## src/hsv2rgb_pkg.sv

```systemverilog
// Shared types, constants and widths for the HSV to RGB pixel converter.
package hsv2rgb_pkg;

  localparam int unsigned CH_W            = 8;
  localparam int unsigned FRAC_W          = 8;
  localparam int unsigned H6_W            = 11;
  localparam int unsigned QUEUE_DEPTH_DEF = 4;

  typedef struct packed {
    logic [CH_W-1:0] hue;
    logic [CH_W-1:0] saturation;
    logic [CH_W-1:0] brightness;
  } pix_in_t;

  typedef struct packed {
    logic [CH_W-1:0] red;
    logic [CH_W-1:0] green;
    logic [CH_W-1:0] blue;
  } pix_out_t;

  // Color wheel sector, hue*6 >> 8.
  typedef enum logic [2:0] {
    SEC_RED_YEL  = 3'd0,
    SEC_YEL_GRN  = 3'd1,
    SEC_GRN_CYN  = 3'd2,
    SEC_CYN_BLU  = 3'd3,
    SEC_BLU_MAG  = 3'd4,
    SEC_MAG_RED  = 3'd5
  } sector_t;

  // Classified work item handed from front to back.
  typedef struct packed {
    logic              gray;
    sector_t           sector;
    logic [FRAC_W-1:0] frac;
    logic [CH_W-1:0]   sat;
    logic [CH_W-1:0]   bri;
  } work_t;

  typedef struct packed {
    logic full;
    logic empty;
  } q_stat_t;

endpackage

```

## src/hsv_to_rgb_pixel_core.sv

```systemverilog
// Top level of the HSV to RGB pixel converter: front end, work queue, back end.
// Path from an input transfer to out_valid with an empty pipe: input register,
//   queue slot, two multiply stages, output register.
// Throughput: one pixel per clock; the back end's three register stages all
//   advance together whenever the output register is empty or being drained.
// Reset: synchronous, active low; clears valid flags, queue pointers and queue count only.
module hsv_to_rgb_pixel_core #(
  parameter int unsigned QUEUE_DEPTH = hsv2rgb_pkg::QUEUE_DEPTH_DEF
) (
  input  logic                  clk,
  input  logic                  rst_n,
  input  logic                  in_valid,
  output logic                  in_ready,
  input  hsv2rgb_pkg::pix_in_t  in_data,
  output logic                  out_valid,
  input  logic                  out_ready,
  output hsv2rgb_pkg::pix_out_t out_data
);

  // Front to queue: a work item moves whenever the front holds one and the queue has a free slot.
  logic                 q_push;
  hsv2rgb_pkg::work_t   q_wdata;

  // Queue to back: the back end pops whenever its stages advance and the queue is not empty.
  logic                 q_pop;
  hsv2rgb_pkg::work_t   q_rdata;
  hsv2rgb_pkg::q_stat_t q_stat;

  // Classify: sector, hue fraction and the gray (zero saturation) flag.
  hsv2rgb_front u_front (
    .clk      (clk),
    .rst_n    (rst_n),
    .in_valid (in_valid),
    .in_ready (in_ready),
    .in_data  (in_data),
    .q_ready  (!q_stat.full),
    .q_push   (q_push),
    .q_data   (q_wdata)
  );

  // Decouple the two halves so either side may stall on its own.
  hsv2rgb_queue #(
    .DEPTH (QUEUE_DEPTH)
  ) u_queue (
    .clk       (clk),
    .rst_n     (rst_n),
    .push      (q_push),
    .push_data (q_wdata),
    .pop       (q_pop),
    .pop_data  (q_rdata),
    .stat      (q_stat)
  );

  // Compute the p, q, t and v levels and pick channels by sector.
  hsv2rgb_back u_back (
    .clk       (clk),
    .rst_n     (rst_n),
    .q_valid   (!q_stat.empty),
    .q_data    (q_rdata),
    .q_pop     (q_pop),
    .out_valid (out_valid),
    .out_ready (out_ready),
    .out_data  (out_data)
  );

  // Front never pushes into a full queue.
  a_no_overflow: assert property (@(posedge clk) disable iff (!rst_n)
    q_push |-> !q_stat.full)
    else $error("work queue overflow");

  // Back never pops an empty queue.
  a_no_underflow: assert property (@(posedge clk) disable iff (!rst_n)
    q_pop |-> !q_stat.empty)
    else $error("work queue underflow");

  // Reset drops any result in the output register.
  a_reset_clears_out: assert property (@(posedge clk)
    !rst_n |=> !out_valid)
    else $error("out_valid set after reset");

  // A stalled front end only ever waits on a full queue.
  a_stall_cause: assert property (@(posedge clk) disable iff (!rst_n)
    !in_ready |-> q_stat.full)
    else $error("input stalled with room in queue");

endmodule

```

## src/hsv2rgb_front.sv

```systemverilog
// Front end: takes pixels, splits hue into sector and fraction, feeds the queue.
module hsv2rgb_front (
  input  logic                 clk,
  input  logic                 rst_n,
  input  logic                 in_valid,
  output logic                 in_ready,
  input  hsv2rgb_pkg::pix_in_t in_data,
  input  logic                 q_ready,
  output logic                 q_push,
  output hsv2rgb_pkg::work_t   q_data
);

  logic                              valid_r;
  logic                              valid_nxt;
  hsv2rgb_pkg::work_t                item_r;
  hsv2rgb_pkg::work_t                item_nxt;
  logic [hsv2rgb_pkg::H6_W-1:0]      h6;

  assign q_push   = valid_r && q_ready;
  assign in_ready = !valid_r || q_ready;
  assign q_data   = item_r;

  always_comb begin
    h6              = hsv2rgb_pkg::H6_W'(in_data.hue) * hsv2rgb_pkg::H6_W'(6);
    item_nxt.gray   = (in_data.saturation == '0);
    item_nxt.sector = hsv2rgb_pkg::sector_t'(h6[hsv2rgb_pkg::H6_W-1:hsv2rgb_pkg::FRAC_W]);
    item_nxt.frac   = h6[hsv2rgb_pkg::FRAC_W-1:0];
    item_nxt.sat    = in_data.saturation;
    item_nxt.bri    = in_data.brightness;
    valid_nxt       = in_valid ? 1'b1 : (valid_r && !q_ready);
  end

  always_ff @(posedge clk) begin
    if (!rst_n) begin
      valid_r <= 1'b0;
    end else if (in_ready) begin
      valid_r <= valid_nxt;
    end
  end

  always_ff @(posedge clk) begin
    if (in_valid && in_ready) begin
      item_r <= item_nxt;
    end
  end

endmodule

```

## src/hsv2rgb_queue.sv

```systemverilog
// Small FIFO of classified work items between front and back.
module hsv2rgb_queue #(
  parameter int unsigned DEPTH = hsv2rgb_pkg::QUEUE_DEPTH_DEF
) (
  input  logic                 clk,
  input  logic                 rst_n,
  input  logic                 push,
  input  hsv2rgb_pkg::work_t   push_data,
  input  logic                 pop,
  output hsv2rgb_pkg::work_t   pop_data,
  output hsv2rgb_pkg::q_stat_t stat
);

  localparam int unsigned PTR_W = (DEPTH > 1) ? $clog2(DEPTH) : 1;
  localparam int unsigned CNT_W = $clog2(DEPTH + 1);

  hsv2rgb_pkg::work_t entry_r [DEPTH];
  logic [PTR_W-1:0]   wr_ptr_r;
  logic [PTR_W-1:0]   wr_ptr_nxt;
  logic [PTR_W-1:0]   rd_ptr_r;
  logic [PTR_W-1:0]   rd_ptr_nxt;
  logic [CNT_W-1:0]   count_r;
  logic [CNT_W-1:0]   count_nxt;
  logic               do_push;
  logic               do_pop;

  assign stat.full  = (count_r == CNT_W'(DEPTH));
  assign stat.empty = (count_r == '0);
  assign do_push    = push && !stat.full;
  assign do_pop     = pop && !stat.empty;
  assign pop_data   = entry_r[rd_ptr_r];

  always_comb begin
    wr_ptr_nxt = (wr_ptr_r == PTR_W'(DEPTH - 1)) ? '0 : wr_ptr_r + PTR_W'(1);
    rd_ptr_nxt = (rd_ptr_r == PTR_W'(DEPTH - 1)) ? '0 : rd_ptr_r + PTR_W'(1);
    count_nxt  = count_r;
    if (do_push && !do_pop) begin
      count_nxt = count_r + CNT_W'(1);
    end else if (do_pop && !do_push) begin
      count_nxt = count_r - CNT_W'(1);
    end
  end

  always_ff @(posedge clk) begin
    if (!rst_n) begin
      wr_ptr_r <= '0;
      rd_ptr_r <= '0;
      count_r  <= '0;
    end else begin
      count_r <= count_nxt;
      if (do_push) begin
        wr_ptr_r <= wr_ptr_nxt;
      end
      if (do_pop) begin
        rd_ptr_r <= rd_ptr_nxt;
      end
    end
  end

  always_ff @(posedge clk) begin
    if (do_push) begin
      entry_r[wr_ptr_r] <= push_data;
    end
  end

endmodule

```

## src/hsv2rgb_back.sv

```systemverilog
// Back end: three-stage pipeline of level arithmetic, sector select and output register.
module hsv2rgb_back (
  input  logic                  clk,
  input  logic                  rst_n,
  input  logic                  q_valid,
  input  hsv2rgb_pkg::work_t    q_data,
  output logic                  q_pop,
  output logic                  out_valid,
  input  logic                  out_ready,
  output hsv2rgb_pkg::pix_out_t out_data
);

  localparam int unsigned CW = hsv2rgb_pkg::CH_W;

  logic                       adv;

  // Stage 1: S*F, S*(256-F), V*(256-S)
  logic                       v1_r;
  logic                       gray1_r;
  hsv2rgb_pkg::sector_t       sec1_r;
  logic [CW-1:0]              bri1_r;
  logic [15:0]                sf1_r;
  logic [15:0]                sfc1_r;
  logic [15:0]                pv1_r;
  logic [16:0]                sfc_full;
  logic [16:0]                pv_full;

  // Stage 2: V*(65536-S*F), V*(65536-S*(256-F)), p
  logic                       v2_r;
  logic                       gray2_r;
  hsv2rgb_pkg::sector_t       sec2_r;
  logic [CW-1:0]              bri2_r;
  logic [24:0]                qv2_r;
  logic [24:0]                tv2_r;
  logic [CW-1:0]              p2_r;
  logic [16:0]                qm;
  logic [16:0]                tm;
  logic [23:0]                p_scaled;

  // Stage 3: levels and select
  logic                       out_valid_r;
  hsv2rgb_pkg::pix_out_t      out_r;
  hsv2rgb_pkg::pix_out_t      out_nxt;
  logic [32:0]                q_scaled;
  logic [32:0]                t_scaled;
  logic [15:0]                vv_scaled;
  logic [CW-1:0]              lv_q;
  logic [CW-1:0]              lv_t;
  logic [CW-1:0]              lv_v;

  assign adv       = !out_valid_r || out_ready;
  assign q_pop     = adv && q_valid;
  assign out_valid = out_valid_r;
  assign out_data  = out_r;

  always_comb begin
    sfc_full = 17'(q_data.sat) * (17'd256 - 17'(q_data.frac));
    pv_full  = 17'(q_data.bri) * (17'd256 - 17'(q_data.sat));
    qm       = 17'h10000 - 17'(sf1_r);
    tm       = 17'h10000 - 17'(sfc1_r);
    p_scaled = {pv1_r, 8'b0} - 24'(pv1_r);
  end

  always_comb begin
    q_scaled  = {qv2_r, 8'b0} - 33'(qv2_r);
    t_scaled  = {tv2_r, 8'b0} - 33'(tv2_r);
    vv_scaled = {bri2_r, 8'b0} - 16'(bri2_r);
    lv_q      = q_scaled[31:24];
    lv_t      = t_scaled[31:24];
    lv_v      = vv_scaled[15:8];
    out_nxt   = '0;
    if (gray2_r) begin
      out_nxt = '{red: lv_v, green: lv_v, blue: lv_v};
    end else begin
      unique case (sec2_r)
        hsv2rgb_pkg::SEC_RED_YEL: out_nxt = '{red: lv_v, green: lv_t, blue: p2_r};
        hsv2rgb_pkg::SEC_YEL_GRN: out_nxt = '{red: lv_q, green: lv_v, blue: p2_r};
        hsv2rgb_pkg::SEC_GRN_CYN: out_nxt = '{red: p2_r, green: lv_v, blue: lv_t};
        hsv2rgb_pkg::SEC_CYN_BLU: out_nxt = '{red: p2_r, green: lv_q, blue: lv_v};
        hsv2rgb_pkg::SEC_BLU_MAG: out_nxt = '{red: lv_t, green: p2_r, blue: lv_v};
        hsv2rgb_pkg::SEC_MAG_RED: out_nxt = '{red: lv_v, green: p2_r, blue: lv_q};
        default:                  out_nxt = '0;
      endcase
    end
  end

  always_ff @(posedge clk) begin
    if (!rst_n) begin
      v1_r        <= 1'b0;
      v2_r        <= 1'b0;
      out_valid_r <= 1'b0;
    end else if (adv) begin
      v1_r        <= q_valid;
      v2_r        <= v1_r;
      out_valid_r <= v2_r;
    end
  end

  always_ff @(posedge clk) begin
    if (adv) begin
      gray1_r <= q_data.gray;
      sec1_r  <= q_data.sector;
      bri1_r  <= q_data.bri;
      sf1_r   <= 16'(q_data.sat) * 16'(q_data.frac);
      sfc1_r  <= sfc_full[15:0];
      pv1_r   <= pv_full[15:0];

      gray2_r <= gray1_r;
      sec2_r  <= sec1_r;
      bri2_r  <= bri1_r;
      qv2_r   <= 25'(bri1_r) * 25'(qm);
      tv2_r   <= 25'(bri1_r) * 25'(tm);
      p2_r    <= p_scaled[23:16];

      out_r   <= out_nxt;
    end
  end

endmodule

```

## config.mk

```make
export PLATFORM = sky130hd
export DESIGN_NAME = hsv_to_rgb_pixel_core
export DESIGN_NICKNAME = d
export VERILOG_FILES = /design/src/hsv2rgb_pkg.sv /design/src/hsv_to_rgb_pixel_core.sv /design/src/hsv2rgb_front.sv /design/src/hsv2rgb_queue.sv /design/src/hsv2rgb_back.sv
export SDC_FILE = /design/constraint.sdc
export NUM_CORES = 1
export LEC_CHECK = 0
export BUFFER_PORTS_ARGS = -buffer_cell sky130_fd_sc_hd__buf_2
export CAP_MARGIN = 20
export CORE_MARGIN = 2
export CORE_UTILIZATION = 45
export CTS_CLUSTER_SIZE = 28
export DETAILED_ROUTE_END_ITERATION = 7
export GPL_ROUTABILITY_DRIVEN = 0
export PLACE_DENSITY = 0.67
export SETUP_SLACK_MARGIN = 0.1
export SLEW_MARGIN = 20
export SYNTH_ARGS = -nofsm -noshare
export SYNTH_HDL_FRONTEND = slang
export SYNTH_HIERARCHICAL = 1
export SYNTH_SLANG_ARGS = --single-unit
```

## constraint.sdc

```tcl
create_clock -name clk -period 15.3 [get_ports clk]
set_input_delay 0 -clock clk [delete_from_list [all_inputs] [get_ports clk]]
set_output_delay 0 -clock clk [all_outputs]
set_load 0.005 [all_outputs]
```

# Word-level counts from Yosys, hierarchy flattened
# Memories as Yosys holds them, arrays and structs flattened. A register that Yosys moved wholly into a read port is not among the register bits.
# Index checks and enable logic that the tools add are counted.
dict set report totals {
  ram_bits 108
  latchBits 0
  mem_bits_ro 0
  regBits 192
  output_inout_bits 26
  memories 1
}
# name depth width rd rd_ports_with_merged_regs wr line
set memory_table {}
lappend memory_table {u_queue.entry_r 4 27 1 1 1 hsv2rgb_queue.sv:17} ;# hsv2rgb_pkg::work_t entry_r [DEPTH];
dict set report classes {
  eq_ne 8
  n_mux 11
  addsub 12
  div 0
  n_lt_le_gt_ge 0
  n_mul 6
  n_bitwise 0
  n_shift 0
  n_reduce_logical 20
}
# op count
set ops {}
lappend ops {{$pmux 24 s6} 1}
lappend ops {{$sub 32x25->32} 2}
lappend ops {{$mul 8x17->25} 2}
lappend ops {{$mul 8x17->16} 2}
lappend ops {{$sub 17x16->17 const A} 2}
lappend ops {{$mux 24} 1}
lappend ops {{$sub 24x16->24} 1}
lappend ops {{$sub 9x8->10 const A} 2}
lappend ops {{$mul 8x8->16} 1}
lappend ops {{$sub 16x8->16} 1}
lappend ops {{$mul 8x2->10 const B} 1}
lappend ops {{$eq 3x3->1 const B} 3}
lappend ops {{$logic_and 1x1->1} 8}
lappend ops {{$logic_not 8->1} 1}
lappend ops {{$mux 2} 4}
lappend ops {{$eq 3x2->1 const B} 2}
lappend ops {{$logic_not 1->1} 6}
lappend ops {{$logic_not 3->1} 2}
lappend ops {{$mux 3} 2}
lappend ops {{$add 2x1->2 const B} 2}
lappend ops {{$eq 2x2->1 const B} 2}
lappend ops {{$add 3x1->3 const B} 1}
lappend ops {{$eq 3x1->1 const B} 1}
lappend ops {{$mux 1} 3}
lappend ops {{3 further kinds} 4}

# Longest topological paths before layout
dict set report logic_depth {
  depth_word 8
  mapped_depth 26
}

# By module
# The synthesis kept the hierarchy.
# mod area_per_inst_um2 cells_each n_inst seq_area_each_um2
set modules_own_cells {}
lappend modules_own_cells {hsv2rgb_back 23392.4 2508 1 4624.4}
lappend modules_own_cells {hsv2rgb_queue 4570.6 197 1 3543.4}
lappend modules_own_cells {hsv2rgb_front 1237.4 80 1 830.8}
lappend modules_own_cells {hsv_to_rgb_pixel_core 7.5 2 1 0.0}

# Worst setup path after synthesis
# No wires, ideal clock.
dict set report synth_path {
  path_kind {register to register}
  start {register u_back.out_valid_r (netlist: u_back/out_valid)}
  end {register u_queue.count_r[2]}
  synth_period_minus_slack_ps 6216
  path_stages_with_launch 11
  n_path_buf 1
  slack_ps 9084
  setup_ps 76
  arrival_ps 6141
  cell_sequence {dfxtp_1 > nand2b_1 > clkbuf_1 > and2_1 > o31ai_1 > ha_1 > inv_1 > fa_1 > xor2_1 > or3_1 > a21boi_0}
}
dict set report synth_via {
  elab_chain_len 7
}
# element line
set synth_lines {}
lappend synth_lines {{start, declared} hsv2rgb_back.sv:41} ;# logic out_valid_r;
lappend synth_lines {{start signal, assigned} hsv2rgb_back.sv:95} ;# out_valid_r <= v2_r;
lappend synth_lines {{$logic_not 1->1 (*)} hsv2rgb_back.sv:51} ;# assign adv = !out_valid_r || out_ready;
lappend synth_lines {{$logic_or 1x1->1 (*)} hsv2rgb_back.sv:51}
lappend synth_lines {{$logic_and 1x1->1 (*)} hsv2rgb_back.sv:52} ;# assign q_pop = adv && q_valid;
lappend synth_lines {{named net q_pop} hsv_to_rgb_pixel_core.sv:25} ;# logic q_pop;
lappend synth_lines {{$logic_and 1x1->1 (*)} hsv2rgb_queue.sv:30} ;# assign do_pop = pop && !stat.empty;
lappend synth_lines {{$logic_not 1->1} hsv2rgb_queue.sv:37} ;# if (do_push && !do_pop) begin
lappend synth_lines {{$logic_and 1x1->1} hsv2rgb_queue.sv:37}
lappend synth_lines {{$mux 3 or $reduce_bool 2->1 (tied branches)} n/a}
lappend synth_lines {{end signal, assigned} hsv2rgb_queue.sv:50} ;# count_r <= count_nxt;
lappend synth_lines {{end, declared} hsv2rgb_queue.sv:22} ;# logic [CNT_W-1:0] count_r;
# Mark *: on every way through the listed nets, which the timed path passes. The rest lies on a longest branch.
# A chain may end at the register's enable or synchronous reset.

==> impl_metrics.yaml <==
synth:
  async_reset_ff_share_pct: 0
  syn_inst: 2787
  synth_edf_count: 291
  netlist_top_cells_area: "edfxtp_1 30%, fa_1 21%, ha_1 11%"
  avgSynthCellArea_sq_um: 10.5
  synth_top_area_share_pct: 29.9
  yosysUniqueCellTypes: 88
  synth_ff_type: "edfxtp_1"
  yosysTopAreaCell: "edfxtp_1"
  ys_seq_area_share_pct: 30.8
  synth-seq-cells: 304
  synth_area_sq_um: 29200
  ys_warn_count: 6
  syn-num-nets: 3380
layout:
  antenna_cells: 0
  layout-drive-gt1-share_pct: 6.22
  area_delta_synth_final_pct: 8.87
  nNetsFinal: 3445
timing:
  fmax_mhz: 136
  hold_violations: 0
  worst-slew-pin-transition_ps: 868
  fin_crit_sh_pct: 48.0
  fin_tns_setup_ps: 0
  slew_headroom_pct: 40.5
  drv_slew: 0
  fin_skew_ps: 35.2
  setup_violations: 0
  rsz0062_at_grt: "false"
  period_minus_slack_ps: 7350
  setup_ws_ps: 7950
placement:
  place_hpwl_mm: 47.2
  place_ws_ps: 8030
  io_buffers: 53
floorplanning:
  die_h_um: 259
  rows: 93
  die_w_um: 259
  die_area_sq_um: 67000
  ios: 54
  start_util_pct: 45.4
  core-area_sq_um: 64300
clock_network:
  cts_buffers: 35
  insertion_delay_ps: 570
  cts.hold.buffers_added: 27
  cts_tree: "built"
  clockBufferDepth: 3
  post_cts_buffers: 0
  cts_sinks: 304
  ctsHtreeMaxLevel: 2
  clock-root-buffer: "clkbuf_16"
  cts.clk_slew.worst_paths_ps: 60
  cts-resized-gates: 0
setup_path:
  path_class: "flop to flop"
  critPathLaunchType: "flop"
  path_max_fanout: 28
  crit_arrival_ps: 7640
  cp-end-kind: "flop"
  crit_required_ps: 15590
drt:
  wl_mm: 60.9
  route.detailed.drc: 0
  dr.pass1.iters: 6
  dr_total_vias: 19900
  detail-route-antenna-nets: 0
  viasPerCell: 5.33
  first_iter_violations: 1233
  post_drt_wl_per_cell_um: 16.3
global_routing:
  grt_pass1_vias: 21100
  grt_pass1_wl_mm: 103
  grt_usage_pct: 18.7
  grt_antenna_before_repair: 2
  gr-total-overflow: 0
  grt_max_degree: 96
min_path:
  min_from: "in_data[21]"
  min_path_type: "input port to flop"
job:
  drv_cap: 0
run_status:
  status: "finished clean"
-- per-layer routing --
| metal | global-route usage (%) | share of wire (%) | wire [um] | up-vias |
|---|---|---|---|---|
| met5 | 0 | 0 | 0 | - |
| met4 | 5.57 | 2.8 | 1730 | 0 |
| met3 | 2.38 | 4.0 | 2450 | 133 |
| met2 | 33.1 | 49 | 29900 | 483 |
| met1 | 23.9 | 44 | 26900 | 9853 |
| li1 | - | - | - | 9420 |
-- area by class of cell --
type / instances / area, sq um
Clock buffer: 40 / 895
Clock inverter: 24 / 236
Fill cell: 5652 / 32500
Inverter: 469 / 1760
Multi-Input combinational cell: 1941 / 18100
Sequential cell: 304 / 9000
Tap cell: 855 / 1070
Timing Repair Buffer: 101 / 708
-- logic make-up (layout without fill, tap and decap cells) --
logic type      count (synthesis)  in the layout  share of synthesized area [%]
simple gates                  869            869                           15.8
flops                         304            304                           30.8
compound gates                343            343                           7.92
buf+inv                       542            634                           7.15
xor+xnor                      126            126                           3.78
other cells                     1              1                         0.0128
fa+ha+maj                     565            565                           32.0
mux                            37             37                           2.57
-- cell usage after synthesis, types with 9 or more instances --
cell type / instances
nor3_1: 47
dfxtp_1: 13
nand2b_1: 16
edfxtp_1: 291
inv_1: 467
mux4_2: 20
nor2_1: 111
fa_1: 302
nand2_1: 219
and2_1: 330
nand3_1: 31
xor2_1: 28
nor2b_1: 21
o211ai_1: 13
mux2i_1: 9
a21oi_1: 87
a21o_1: 30
a31oi_1: 14
o21a_1: 13
and3_1: 12
or3_1: 14
clkbuf_1: 61
o21ai_0: 61
ha_1: 263
nand4_1: 10
nor4_1: 20
xnor2_1: 98
a21boi_0: 15
o31ai_1: 9
-- final timing paths --
path	end	slack (ps)	depth (start not counted)
max	u_back/pv1_r[14]	7950	24
min	u_front/q_data[22]	70	3
max reg2reg	u_back/pv1_r[14]	7950	24
min reg2reg	u_back/sec2_r[2]	420	0
-- sequential cells by signal, summed over array words and instances, names as in the netlist, named ones only --
signal	cells
u_queue/rd_ptr_r	2
u_back/gray2_r	1
u_back/out_valid	1
u_back/qv2_r	25
u_back/sec2_r	3
u_back/bri2_r	8
u_back/sfc1_r	15
u_back/sf1_r	16
u_back/p2_r	8
u_queue/count_r	3
u_back/tv2_r	24
u_queue/wr_ptr_r	2
u_front/valid_r	1
u_back/out_data	24
u_back/gray1_r	1
u_queue/entry_r	112
u_back/pv1_r	16
u_back/v1_r	1
u_front/q_data	27
u_back/sec1_r	3
u_back/v2_r	1
u_back/bri1_r	8
-- through the flow --
| stage | cell area [sq um] | cells | hold WS [ps] | utilization (%) |
|---|---|---|---|---|
| floorplan | 29200 | 2787 | 98.9 | - |
| global placement | 30400 | 3641 | 178 | 47.2 |
| detailed placement | 30400 | 3643 | 178 | 47.2 |
| CTS | 31800 | 3734 | 12.6 | 49.4 |
| global route | 31800 | 3734 | 61.1 | 49.4 |
| finish | 31800 | 3734 | 65.3 | 49.4 |
-- cell usage in the layout, fill, tap and decap left out, types with 8 or more instances in the layout --
cell	Yosys	final
inv_1	467	467
and2_1	330	330
fa_1	302	302
edfxtp_1	291	291
ha_1	263	263
nand2_1	219	219
nor2_1	111	111
xnor2_1	98	98
a21oi_1	87	87
o21ai_0	61	61
buf_2	7	53
nor3_1	47	47
clkbuf_16	0	35
nand3_1	31	31
a21o_1	30	30
xor2_1	28	28
dlygate4sd3_1	0	27
nor2b_1	21	21
nor4_1	20	20
mux4_2	20	20
buf_4	1	18
a21boi_0	15	15
nand2b_1	16	15
or3_1	14	14
a31oi_1	14	14
o21a_1	13	13
o211ai_1	13	13
and3_1	12	12
dfxtp_1	13	12
nand4_1	10	10
o31ai_1	9	9
mux2i_1	9	9
o2111ai_1	8	8
o221ai_1	8	8
mux4_1	8	8
-- worst max-delay path, cell delays in order (launching register included) --
cell,delay [ps]
dfxtp_2,310
buf_4,450
mux4_1,1020
inv_1,300
ha_1,220
nand2_1,90
or3_1,360
xor2_1,470
nand2_1,140
fa_1,490
inv_1,50
fa_1,450
ha_1,290
inv_1,50
fa_1,520
inv_1,40
ha_1,330
nor2b_1,140
o21ai_0,240
a21boi_0,170
o21ai_0,220
a21oi_1,110
o21ai_0,290
a21oi_1,110
nand4b_1,190
Power is not shown: default switching activity piles up to over one toggle a cycle in this logic, so the estimate is an artifact.
